==> config.mk <==
export PLATFORM = sky130hd
export DESIGN_NAME = drc_div
export DESIGN_NICKNAME = d
export VERILOG_FILES = /design/src/sv/drc_pkg.sv /design/src/sv/drc_div.sv
export SDC_FILE = /design/constraint.sdc
export NUM_CORES = 1
export LEC_CHECK = 0
export ABC_CLOCK_PERIOD_IN_PS = 3600
export BUFFER_PORTS_ARGS = -buffer_cell sky130_fd_sc_hd__buf_2
export CORE_MARGIN = 1
export CORE_UTILIZATION = 40
export CTS_BUF_LIST = sky130_fd_sc_hd__clkbuf_8
export DETAILED_ROUTE_END_ITERATION = 8
export SETUP_SLACK_MARGIN = 0.1
export SYNTH_ARGS = -nofsm -noshare
export SYNTH_HDL_FRONTEND = slang
export SYNTH_SLANG_ARGS = --single-unit
==> constraint.sdc <==
create_clock -name i_clk -period 3.6 [get_ports i_clk]
set_input_delay 0.18 -clock i_clk [delete_from_list [all_inputs] [get_ports i_clk]]
set_output_delay 0.18 -clock i_clk [all_outputs]
set_load 0.03 [all_outputs]
==> src/sv/drc_pkg.sv <==
package drc_pkg;

    localparam int GRID_DIM_DEF    = 64;
    localparam int SCREEN_COLS_DEF = 320;
    localparam int SCREEN_ROWS_DEF = 240;

    localparam int PROD_W  = 59;
    localparam int DIV_NW  = 42;
    localparam int DIV_DW  = 24;
    localparam int RD_W    = 21;
    localparam int PL_W    = 20;
    localparam int SIDE_W  = 61;
    localparam int DIST_W  = 24;
    localparam int CFG_DW  = 22;

    localparam logic [DIST_W-1:0] DIST_MAX = '1;
    localparam logic [SIDE_W-1:0] SIDE_INF = SIDE_W'(1) << 60;

    localparam logic OP_LOAD = 1'b0;
    localparam logic OP_CAST = 1'b1;

    localparam logic [2:0] REG_EYE_X       = 3'd0;
    localparam logic [2:0] REG_EYE_Y       = 3'd1;
    localparam logic [2:0] REG_LOOK_X      = 3'd2;
    localparam logic [2:0] REG_LOOK_Y      = 3'd3;
    localparam logic [2:0] REG_SLICE_GAIN  = 3'd4;
    localparam logic [2:0] REG_GRID_WIDTH  = 3'd5;
    localparam logic [2:0] REG_GRID_HEIGHT = 3'd6;
    localparam logic [2:0] REG_VIEW_SPREAD = 3'd7;

    localparam int DIR_POS_Y = 0;
    localparam int DIR_NEG_X = 1;
    localparam int DIR_NEG_Y = 2;
    localparam int DIR_POS_X = 3;

    localparam logic [21:0] EYE_RST    = 22'd98304;
    localparam logic [17:0] LOOKX_RST  = 18'd65536;
    localparam logic [17:0] LOOKY_RST  = 18'd0;
    localparam logic [19:0] GAIN_RST   = 20'd65536;
    localparam logic [6:0]  GRID_RST   = 7'd64;
    localparam logic [16:0] SPREAD_RST = 17'd43254;

    typedef struct packed {
        logic       opcode;
        logic [5:0] cell_col;
        logic [5:0] cell_row;
        logic [3:0] wall_bits;
        logic [8:0] screen_col;
    } t_in_item;

    typedef struct packed {
        logic [8:0]  out_col;
        logic        hit_side;
        logic [5:0]  hit_cell_x;
        logic [5:0]  hit_cell_y;
        logic [23:0] wall_distance;
        logic        escaped;
        logic [7:0]  slice_top;
        logic [7:0]  slice_bottom;
        logic [15:0] tex_fraction;
    } t_out_item;

    typedef struct packed {
        logic [2:0]        reg_idx;
        logic [CFG_DW-1:0] wdata;
    } t_cfg_req;

    function automatic logic signed [PROD_W-1:0] trunc16(input logic signed [PROD_W-1:0] p);
        logic signed [PROD_W-1:0] b;
        b = p[PROD_W-1] ? p + PROD_W'(65535) : p;
        return b >>> 16;
    endfunction

endpackage

==> src/sv/drc_div.sv <==
module drc_div #(
    parameter int NW = drc_pkg::DIV_NW,
    parameter int DW = drc_pkg::DIV_DW
) (
    input  logic          i_clk,
    input  logic          i_rst_n,
    input  logic          i_start,
    input  logic [NW-1:0] i_num,
    input  logic [DW-1:0] i_den,
    output logic          o_done,
    output logic [NW-1:0] o_quo
);
    logic                  r_busy, n_busy;
    logic                  r_done, n_done;
    logic [$clog2(NW)-1:0] r_cnt, n_cnt;
    logic [DW-1:0]         r_rem, n_rem;
    logic [DW-1:0]         r_den, n_den;
    logic [NW-1:0]         r_quo, n_quo;
    logic [DW:0]           w_sh;
    logic                  w_ge;

    assign w_sh = {r_rem, r_quo[NW-1]};
    assign w_ge = w_sh >= {1'b0, r_den};

    always_comb begin
        n_busy = r_busy;
        n_done = 1'b0;
        n_cnt  = r_cnt;
        n_rem  = r_rem;
        n_den  = r_den;
        n_quo  = r_quo;
        if (i_start) begin
            n_busy = 1'b1;
            n_cnt  = '0;
            n_rem  = '0;
            n_den  = i_den;
            n_quo  = i_num;
        end else if (r_busy) begin
            n_rem = w_ge ? DW'(w_sh - {1'b0, r_den}) : w_sh[DW-1:0];
            n_quo = {r_quo[NW-2:0], w_ge};
            n_cnt = r_cnt + 1'b1;
            if (32'(r_cnt) == NW - 1) begin
                n_busy = 1'b0;
                n_done = 1'b1;
            end
        end
    end

    always_ff @(posedge i_clk) begin
        if (!i_rst_n) begin
            r_busy <= 1'b0;
            r_done <= 1'b0;
        end else begin
            r_busy <= n_busy;
            r_done <= n_done;
        end
        r_cnt <= n_cnt;
        r_rem <= n_rem;
        r_den <= n_den;
        r_quo <= n_quo;
    end

    assign o_done = r_done;
    assign o_quo  = r_quo;
endmodule

==> key figures, run 1 <==
Global routing
  – Initial antenna violation count: 0
  – Global route total overflow: 0
  – First-pass GRT wire length: 18.5 mm
  – Vias in the first global route: 3950
  – Pin count of the biggest net entering global routing: 63
  – GRT Overall Usage: 17.9%

Timing
  – Slew margin rel.: 31.5%
  – Maximum clock rate: 339 MHz
  – Hold Vio Cnt, Final: 0
  – RSZ-0062 raised after global routing: no
  – Setup violations, final: 0
  – Max-slew violations: 0
  – Worst-Margin Slew: 1.03 ns
  – TNS Setup: 0 ns
  – Post-layout min period: 2.95 ns
  – Fin crit share: 82.0%
  – Post-route setup slack: 0.648 ns
  – Worst Skew: 0.0156 ns

Yosys
  – Yosys warns: 0
  – Most common cell in the synthesized netlist: edfxtp_1
  – EDFF count, synth: 66
  – Synth cell types: 54
  – Net Count, Synth: 578
  – Post-synthesis sequential area ratio: 50.4%
  – Top-area cell type share of the netlist area: 38.1%
  – Top cells by count, synth: 66 x edfxtp_1, 46 x nand2_1, 46 x nor2_1
  – #FFs+latches synth: 98
  – Mapped Area: 0.00521 mm²
  – Synth Flop Type: edfxtp_1
  – Synthesized instance count: 482
  – Top cell type by total area after synthesis: edfxtp_1
  – Post-synth ARST share: 0%
  – Syn avg cell area: 10.8 µm²
  – Synth top area cells: edfxtp_1 38%, dfxtp_1 12%, mux2_2 9.1%

Clock tree
  – CTS tree: yes
  – Clk slew on worst S/H paths: 0.09 ns
  – CTS Sinks: 98
  – Post-CTS setup buffer count: 0
  – Num CTS Buffers: 9
  – Clk buf depth: 2
  – CTS root buf: clkbuf_8
  – H-tree Lvls: 3
  – Worst-skew pair later-pin latency: 0.38 ns

Setup path
  – CP startpoint kind: flip-flop
  – Reg2reg start: r_den[7]$_DFFE_PP_
  – Worst setup path endpoint: r_rem[22]$_SDFFE_PP0P_
  – Kind of critical path: reg2reg
  – Slowest stage delay, CP: 0.61 ns
  – Crit. End Element: flip-flop
  – CP max-delay cell: a2111oi_0
  – Path depth of the worst reg2reg path: 11
  – Worst Path Max Fanout: 6
  – Reg-to-reg endpoint: r_rem[22]$_SDFFE_PP0P_
  – CP startpoint: r_den[7]$_DFFE_PP_
  – Critical Path, Cell by Cell: inv_1 > ha_1 > a2111oi_0 > a211oi_1 > o21a_1 > o41ai_4 > o21ai_1 > a311oi_1 > a41oi_1 > nand4_1 > o21ai_0
  – CP arrival: 3.21 ns
  – Critical path required time: 3.86 ns
  – R2R Setup Slk: 0.65 ns

Placed design
  – Post-place setup slack: 0.760 ns
  – GP Congestion: 0.820
  – Post-detail-place hpwl: 7.65 mm
  – # port buffers: 111

Drt
  – Total via count in the routed design: 4085
  – Vias per cell: 5.17
  – Detailed Route WL: 11.1 mm
  – Length of the first detailed-routing pass in iterations: 5
  – Drt wl/cell: 14.1 µm
  – Antenna viol nets, final: 0
  – Initial DRC Count: 177
  – DRC viols: 0

Run
  – Max-Cap Viols: 0

Cells and area
  – Multi-input logic area: 0.00238 mm²
  – Final nets: 709
  – Area Growth Syn to Fin: 21.9%
  – Diodes inserted: 0
  – Reg area: 0.00262 mm²
  – Fin util: 50.1%
  – Fillers: 1181
  – Layout cells sized above 1: 29.4%

Floorplanning
  – Die H: 116 µm
  – Row Count: 41
  – IO Pins: 112
  – Die area: 0.0135 mm²
  – Area of the core: 0.0127 mm²
  – Initial Util: 41.1%
  – Die width: 116 µm

Power and ir drop
  – VDD IR max: 0.326 mV
  – Leak pwr: 2.66 nW
  – PD cells: 434 mW/mm²

Worst hold path
  – Hold Crit Start: i_rst_n
  – Hold crit path type: in2reg

Outcome
  – Run status: complete, no violations
cell usage in the layout, fill, tap and decap left out, types with 3 or more instances in the layout:
master / count
or3_1: 3
a21oi_1: 25
buf_4: 6
mux2_2: 42
inv_1: 34
and3_1: 3
a211oi_1: 4
nand3_1: 8
dfxtp_1: 31
clkbuf_8: 9
nor3_1: 5
a21o_1: 9
o21a_1: 5
nand2_1: 46
o21ai_0: 14
ha_1: 26
nand4_1: 5
edfxtp_1: 66
clkinv_1: 3
a2111oi_0: 3
dlygate4sd3_1: 24
xor2_1: 10
nor2_1: 46
xnor2_1: 10
nor2b_1: 6
buf_2: 110
a311oi_1: 17
nand4b_1: 4
sequential cells by signal, summed over array words and instances, names as in the netlist:
name,cells
o_done,1
r_rem,24
r_busy,1
o_quo,42
r_cnt,6
r_den,24
where the power goes:
group	internal (mW)	switching, mW
clock network	0.249	0.404
registers	1.32	0.0549
logic	0.295	0.431
total	1.86	0.890
routing by layer:
metal	up-vias	share of wire, %	wire, µm	global-route usage (%)
li1	2018	-	-	-
met1	1921	47	5270	22.6
met2	132	44	4870	28.0
met3	14	7.6	848	7.32
met4	0	1.4	159	5.38
met5	-	0	0	0
worst min path at each step:
stage / end / cells past startpoint
CTS: o_done$_SDFF_PP0_ / 3
detailed placement: r_den[2]$_DFFE_PP_ / 1
floorplan: r_den[0]$_DFFE_PP_ / 0
finish: o_done$_SDFF_PP0_ / 3
global route: o_done$_SDFF_PP0_ / 3
global placement: r_den[17]$_DFFE_PP_ / 1
cell families after synthesis:
logic type                 after synthesis  synth area share [%]
DFF                                     98                  50.4
buffers and inverters                   54                  3.99
xor gates and xnor gates                20                  3.36
adders and majority gates               27                  6.63
and+or+nand+nor                        141                  12.7
muxes                                   42                  9.08
AOI/OAI and AO/OA                      100                  13.8
critical path: cells and delay by family, from the launching register on:
| family | cells | cell delay (ns) |
|---|---|---|
| AO/OA/AOI/OAI | 8 | 1.99 |
| adder cells (fa/ha/maj) | 1 | 0.28 |
| buffers and inverters | 1 | 0.08 |
| flip-flops | 1 | 0.38 |
| AND/OR/NAND/NOR | 1 | 0.11 |
repair_timing:
action / 4_1_cts / 5_1_grt
hold endpoints to repair: 24 / 0
resized for setup: 0 / 0
hold buffers: 24 / 0
final cells by class:
cell class	instances	share of cell area [%]
Tap cell	172	3.39
Timing Repair Buffer	140	13.2
Inverter	34	2.01
Clock buffer	9	1.95
Multi-Input combinational cell	330	37.4
Clock inverter	7	0.670
Sequential cell	98	41.4
stage by stage:
step / instance area, µm² / hold slack, ns / std cells / total power [mW]
after floorplan: 5210 / 0.279 / 482 / 1.91
after global placement: 5940 / 0.356 / 750 / 2.10
after detailed placement: 5940 / 0.358 / 750 / 2.10
after CTS: 6340 / 0.0175 / 790 / 2.78
after global routing: 6340 / 0.0193 / 790 / 2.90
final: 6340 / 0.0341 / 790 / 2.75
Note: power is estimated with default switching activity, not from simulation.
==> run 2: changes to the inputs <==
ABC_CLOCK_PERIOD_IN_PS = 2400   (was 3600)
clock period = 2.4 ns   (was 3.6 ns; I/O delays follow)
==> run 2 against run 1 <==
The run now ends with negative setup slack left. Wire length increased by 19%. Utilization increased by 11 points. Die area unchanged. Final cell count increased by 14%. Largest cell class is now multi-input combinational cells.
==> key figures, run 2 (synthesized netlist as in run 1, its figures left out) <==
Timing
  – Post-route setup slack: -0.240 ns
  – Setup violations, final: 25
  – Worst-Margin Slew: 0.596 ns
  – Hold Vio Cnt, Final: 0
  – Post-layout min period: 2.64 ns
  – Maximum clock rate: 379 MHz
  – Max-slew violations: 0
  – Worst Skew: 0.0169 ns
  – Slew margin rel.: 60.3%
  – Fin crit share: 110%
  – WHS: 0.0283 ns
  – RSZ-0062 raised after global routing: yes

Setup path
  – R2R Setup Slk: -0.24 ns
  – Reg-to-reg endpoint: r_rem[7]$_SDFFE_PP0P_
  – CP arrival: 2.93 ns
  – Critical path required time: 2.69 ns
  – Worst Path Max Fanout: 7
  – Slowest stage delay, CP: 0.38 ns
  – Critical Path, Cell by Cell: inv_2 > ha_4 > a21o_1 > a21o_1 > a22o_1 > a41o_1 > o21ai_2 > nand2_2 > o21ai_4 > buf_6 > buf_16 > nand2_4 > a311oi_1
  – CP max-delay cell: edfxtp_1
  – Crit. End Element: flip-flop
  – Path depth of the worst reg2reg path: 13
  – CP dominant cell by count: a21o_1
  – CP startpoint kind: flip-flop
  – Kind of critical path: reg2reg
  – Reg2reg start: r_den[10]$_DFFE_PP_

Worst hold path
  – Hold-critical path depth: 2
  – Hold Crit Start: i_num[4]
  – Hold crit path type: in2reg
  – Hold Path Sink: o_quo[4]$_DFFE_PP_

Drt
  – Total via count in the routed design: 4515
  – DRC viols: 0
  – Drt wl/cell: 14.8 µm
  – Length of the first detailed-routing pass in iterations: 4
  – Initial DRC Count: 220
  – Antenna viol nets, final: 0
  – Vias per cell: 5.03
  – Detailed Route WL: 13.3 mm

Floorplanning
  – Die H: 116 µm
  – Row Count: 41
  – Initial Util: 41.1%
  – Area of the core: 0.0127 mm²
  – IO Pins: 112
  – Die width: 116 µm
  – Die area: 0.0135 mm²

Global routing
  – Initial antenna violation count: 0
  – GRT Overall Usage: 20.1%
  – First-pass GRT wire length: 20.9 mm
  – Vias in the first global route: 4480
  – Pin count of the biggest net entering global routing: 50
  – Global route total overflow: 0

Clock tree
  – CTS root buf: clkbuf_8
  – H-tree Lvls: 3
  – Clk slew on worst S/H paths: 0.10 ns
  – CTS tree: yes
  – Clk buf depth: 2
  – Worst-skew pair later-pin latency: 0.39 ns
  – CTS Sinks: 98
  – Num CTS Buffers: 9

Placed design
  – GP Congestion: 0.831
  – Post-place setup slack: -0.301 ns
  – Post-detail-place hpwl: 8.69 mm
  – # port buffers: 111

Cells and area
  – Area Growth Syn to Fin: 49.3%
  – Max reg flops: 42
  – Most frequent cells in the layout: 110 x buf_2, 79 x buf_4, 66 x edfxtp_1
  – Commonest non-fill, non-tap cell in the layout: buf_2
  – Final nets: 816
  – Fillers: 1053
  – Diodes inserted: 0
  – Fin util: 61.3%
  – Layout cells sized above 1: 46.8%

Outcome
  – Run status: finished with violations
  – Failing checks: negative setup slack

Power and ir drop
  – PD cells: 616 mW/mm²
  – VDD IR max: 0.383 mV
  – Leak pwr: 3.28 nW

Run
  – Max-Cap Viols: 0
run 2: cell types whose count changed in the layout (fill, tap and decap cells not counted), moves of 9 or more:
cell	previous run	this run
buf_4	6	79
dlygate4sd3_1	24	45
a311oi_2	1	12
ha_1	26	17
a311oi_1	17	6
nand2_1	46	32
run 2: critical path: cells and delay by family (launching register included):
kind,cells,cell delay [ns]
AO/OA/AOI/OAI,7,1.44
buffers and inverters,3,0.35
flip-flops,1,0.38
AND/OR/NAND/NOR,2,0.15
adder cells (fa/ha/maj),1,0.20
run 2: per-stage QoR:
step / power, mW / TNS [ns] / cells / instance area, µm²
3_5_place_dp: 3.40 / -4.41 / 819 / 6560
6_report: 4.79 / -4.03 / 897 / 7770
3_3_place_gp: 3.38 / -3.14 / 819 / 6560
4_1_cts: 4.67 / -3.91 / 893 / 7420
5_1_grt: 5.04 / -7.27 / 897 / 7770
2_1_floorplan: 2.91 / -0.723 / 482 / 5290
run 2: what timing repair did:
item / CTS / global route
pin swaps: 26 / 34
hold endpoints to repair: 46 / 0
gates resized for setup: 24 / 68
buffers inserted: 12 / 3
hold buffers: 45 / 0
gates cloned: 1 / 1
endpoints found under the setup margin: 25 / 25
run 2: area by class of cell:
| type | instances | area (µm²) | share of cell area [%] |
|---|---|---|---|
| Sequential cell | 98 | 2620 | 33.8 |
| Tap cell | 172 | 215 | 2.77 |
| Timing Repair Buffer | 247 | 1810 | 23.2 |
| Clock inverter | 7 | 75.1 | 0.966 |
| Multi-Input combinational cell | 330 | 2800 | 36.0 |
| Inverter | 34 | 128 | 1.64 |
| Clock buffer | 9 | 124 | 1.59 |
run 2: power breakdown:
part           internal (mW)  switching (mW)
clock network          0.489           0.620
logic                  0.783           0.824
registers               1.98          0.0970
total                   3.25            1.54
run 2: worst max-delay path by stage:
| stage | cells past startpoint | start | endpoint | slack [ns] |
|---|---|---|---|---|
| 6_report | 13 | r_den[10]$_DFFE_PP_ | r_rem[7]$_SDFFE_PP0P_ | -0.24 |
| 2_1_floorplan | 11 | o_quo[41]$_DFFE_PP_ | r_rem[20]$_SDFFE_PP0P_ | -0.19 |
| 4_1_cts | 11 | o_quo[41]$_DFFE_PP_ | r_rem[18]$_SDFFE_PP0P_ | -0.21 |
| 5_1_grt | 13 | r_den[10]$_DFFE_PP_ | r_rem[21]$_SDFFE_PP0P_ | -0.36 |
| 3_5_place_dp | 12 | r_den[14]$_DFFE_PP_ | r_rem[9]$_SDFFE_PP0P_ | -0.30 |
| 3_3_place_gp | 11 | o_quo[41]$_DFFE_PP_ | r_rem[18]$_SDFFE_PP0P_ | -0.27 |
run 2: routing by layer:
metal,up-vias,global-route usage [%],wire length [µm],share of wire [%]
li1,2243,-,-,-
met1,2162,25.0,6010,45
met2,88,33.1,6470,49
met3,22,4.24,503,3.8
met4,0,10.3,312,2.3
met5,-,0,0,0
==> run 3: changes to the inputs <==
BUFFER_PORTS_ARGS = -buffer_cell sky130_fd_sc_hd__buf_4   (was -buffer_cell sky130_fd_sc_hd__buf_2)
CELL_PAD_IN_SITES_DETAIL_PLACEMENT = 0   (was not set)
CELL_PAD_IN_SITES_GLOBAL_PLACEMENT = 1   (was not set)
PLACE_DENSITY_LB_ADDON = 0.1   (was not set)
==> run 3 against run 2 <==
The run still ends with negative setup slack left. Global-route usage fell by 1.0 points. Die area did not move. Sequential power barely moved. Largest power group unchanged. Largest cell class unchanged. Register-to-register slack barely moved. Wire length fell by 7.3%. Clock skew fell by 0.0034 ns. Flip-flop and latch count did not move. Sequential share of layout area rose by 1.1 points.
==> key figures, run 3 (synthesized netlist as in run 1, its figures left out) <==
Cells and area
  – Diodes inserted: 0
  – Finished Layout Cells: 868
  – Commonest non-fill, non-tap cell in the layout: buf_4
  – Max reg flops: 42
  – Most frequent cells in the layout: 186 x buf_4, 66 x edfxtp_1, 46 x nand2_1
  – Area Growth Syn to Fin: 44.6%
  – Final nets: 787
  – Multi-input logic area: 0.00264 mm²
  – Layout cells sized above 1: 42.8%
  – Fillers: 1123
  – Reg area: 0.00262 mm²

Clock tree
  – Clk slew on worst S/H paths: 0.10 ns
  – Clk buf depth: 2
  – Num CTS Buffers: 9
  – CTS root buf: clkbuf_8
  – CTS tree: yes
  – CTS Sinks: 98
  – H-tree Lvls: 3
  – Worst-skew pair later-pin latency: 0.38 ns

Global routing
  – Vias in the first global route: 4319
  – Global route total overflow: 0
  – First-pass GRT wire length: 20.0 mm
  – GRT Overall Usage: 19.1%
  – Initial antenna violation count: 0
  – Pin count of the biggest net entering global routing: 43

Setup path
  – Worst Path Max Fanout: 3
  – Kind of critical path: reg2reg
  – Crit-path leading delay family: compound AO/OA/AOI/OAI gates
  – Crit. End Element: flip-flop
  – CP startpoint kind: flip-flop
  – Critical Path, Cell by Cell: inv_2 > ha_4 > a21o_1 > a21o_1 > a22o_1 > a41o_1 > o21ai_2 > nand2_2 > or4_1 > o31a_1 > a311oi_2
  – CP dominant cell by count: a21o_1
  – Slowest stage delay, CP: 0.41 ns
  – Bufs and invs on worst path: 1
  – Path depth of the worst reg2reg path: 11
  – Critical path required time: 2.69 ns
  – CP max-delay cell: edfxtp_1
  – CP arrival: 2.92 ns
  – Crit path depth: 11

Floorplanning
  – Area of the core: 0.0127 mm²
  – Die area: 0.0135 mm²
  – Row Count: 41
  – Initial Util: 41.1%
  – Die H: 116 µm
  – Die width: 116 µm
  – IO Pins: 112

Drt
  – Detailed Route WL: 12.3 mm
  – DRC viols: 0
  – Drt wl/cell: 14.2 µm
  – Vias per cell: 4.97
  – Antenna viol nets, final: 0
  – Length of the first detailed-routing pass in iterations: 6
  – Initial DRC Count: 157
  – Total via count in the routed design: 4310

Timing
  – Slew margin rel.: 64.7%
  – Worst Skew: 0.0136 ns
  – Max-slew violations: 0
  – Setup violations, final: 25
  – Post-layout min period: 2.63 ns
  – Fin crit share: 109%
  – Hold Vio Cnt, Final: 0
  – Worst-Margin Slew: 0.529 ns
  – RSZ-0062 raised after global routing: yes
  – Post-route setup slack: -0.226 ns
  – Maximum clock rate: 381 MHz
  – TNS Setup: -3.12 ns

Power and ir drop
  – VDD IR max: 0.446 mV
  – PD cells: 612 mW/mm²
  – Leak pwr: 3.19 nW
  – Pwr Total: 4.61 mW

Placed design
  – GP Congestion: 0.853
  – Post-place setup slack: -0.284 ns
  – # port buffers: 111
  – Placed insts: 815
  – Post-detail-place hpwl: 8.92 mm

Outcome
  – Run status: finished with violations
  – Failing checks: negative setup slack

Run
  – Max-Cap Viols: 0

Worst hold path
  – Hold-critical path depth: 2
  – Hold crit path type: in2reg
==> run 3: cell types whose count changed in the layout (fill, tap and decap cells not counted), moves of 4 or more <==
cell	previous run	this run
nand2_2	8	1
buf_2	110	0
nand2_1	32	46
buf_6	7	3
nand2_4	7	0
dlygate4sd3_1	45	27
buf_4	79	186
==> run 3: metal layers <==
layer	up-vias	part of all wire [%]	global-route usage (%)
met5	-	0	0
met4	0	0.89	5.81
met3	11	5.2	6.54
met2	87	48	31.2
met1	2021	46	23.9
li1	2191	-	-
==> run 3: layout make-up <==
type / count / share of cell area, %
Timing Repair Buffer: 218 / 23.0
Sequential cell: 98 / 34.8
Tap cell: 172 / 2.86
Multi-Input combinational cell: 330 / 35.1
Inverter: 34 / 1.69
Clock buffer: 10 / 1.83
Clock inverter: 6 / 0.615
==> run 3: report_power, final <==
group / leakage (nW) / internal [mW] / total [mW] / switching [mW]
sequential: 0.921 / 1.98 / 2.06 / 0.0884
combinational: 2.17 / 0.750 / 1.51 / 0.757
clock: 0.0950 / 0.417 / 1.03 / 0.618
total: 3.19 / 3.14 / 4.61 / 1.46
==> run 3: path summary, 6_finish.rpt <==
kind	startpoint	end	slack [ns]
max	r_den[10]$_DFFE_PP_	r_rem[23]$_SDFFE_PP0P_	-0.23
max reg2reg	r_den[10]$_DFFE_PP_	r_rem[23]$_SDFFE_PP0P_	-0.23
min	i_num[33]	o_quo[33]$_DFFE_PP_	0.03
min reg2reg	r_cnt[5]$_SDFFE_PP0P_	o_done$_SDFF_PP0_	0.49
==> run 3: through the flow <==
step | instance area [µm²] | hold slack [ns] | utilization, %
after detailed placement | 6780 | 0.300 | 53.5
after floorplan | 5290 | 0.219 | -
after global routing | 7530 | 0.00110 | 59.4
after CTS | 7380 | 0.00181 | 58.3
final | 7530 | 0.0312 | 59.4
after global placement | 6780 | 0.298 | 53.5
==> run 3: what timing repair did <==
action                     CTS  global route
hold endpoints to repair    28             0
buffers inserted             6             4
setup endpoints to repair   25            25
hold buffers                27             0
resized for setup           23            22
pin swaps                    6            14
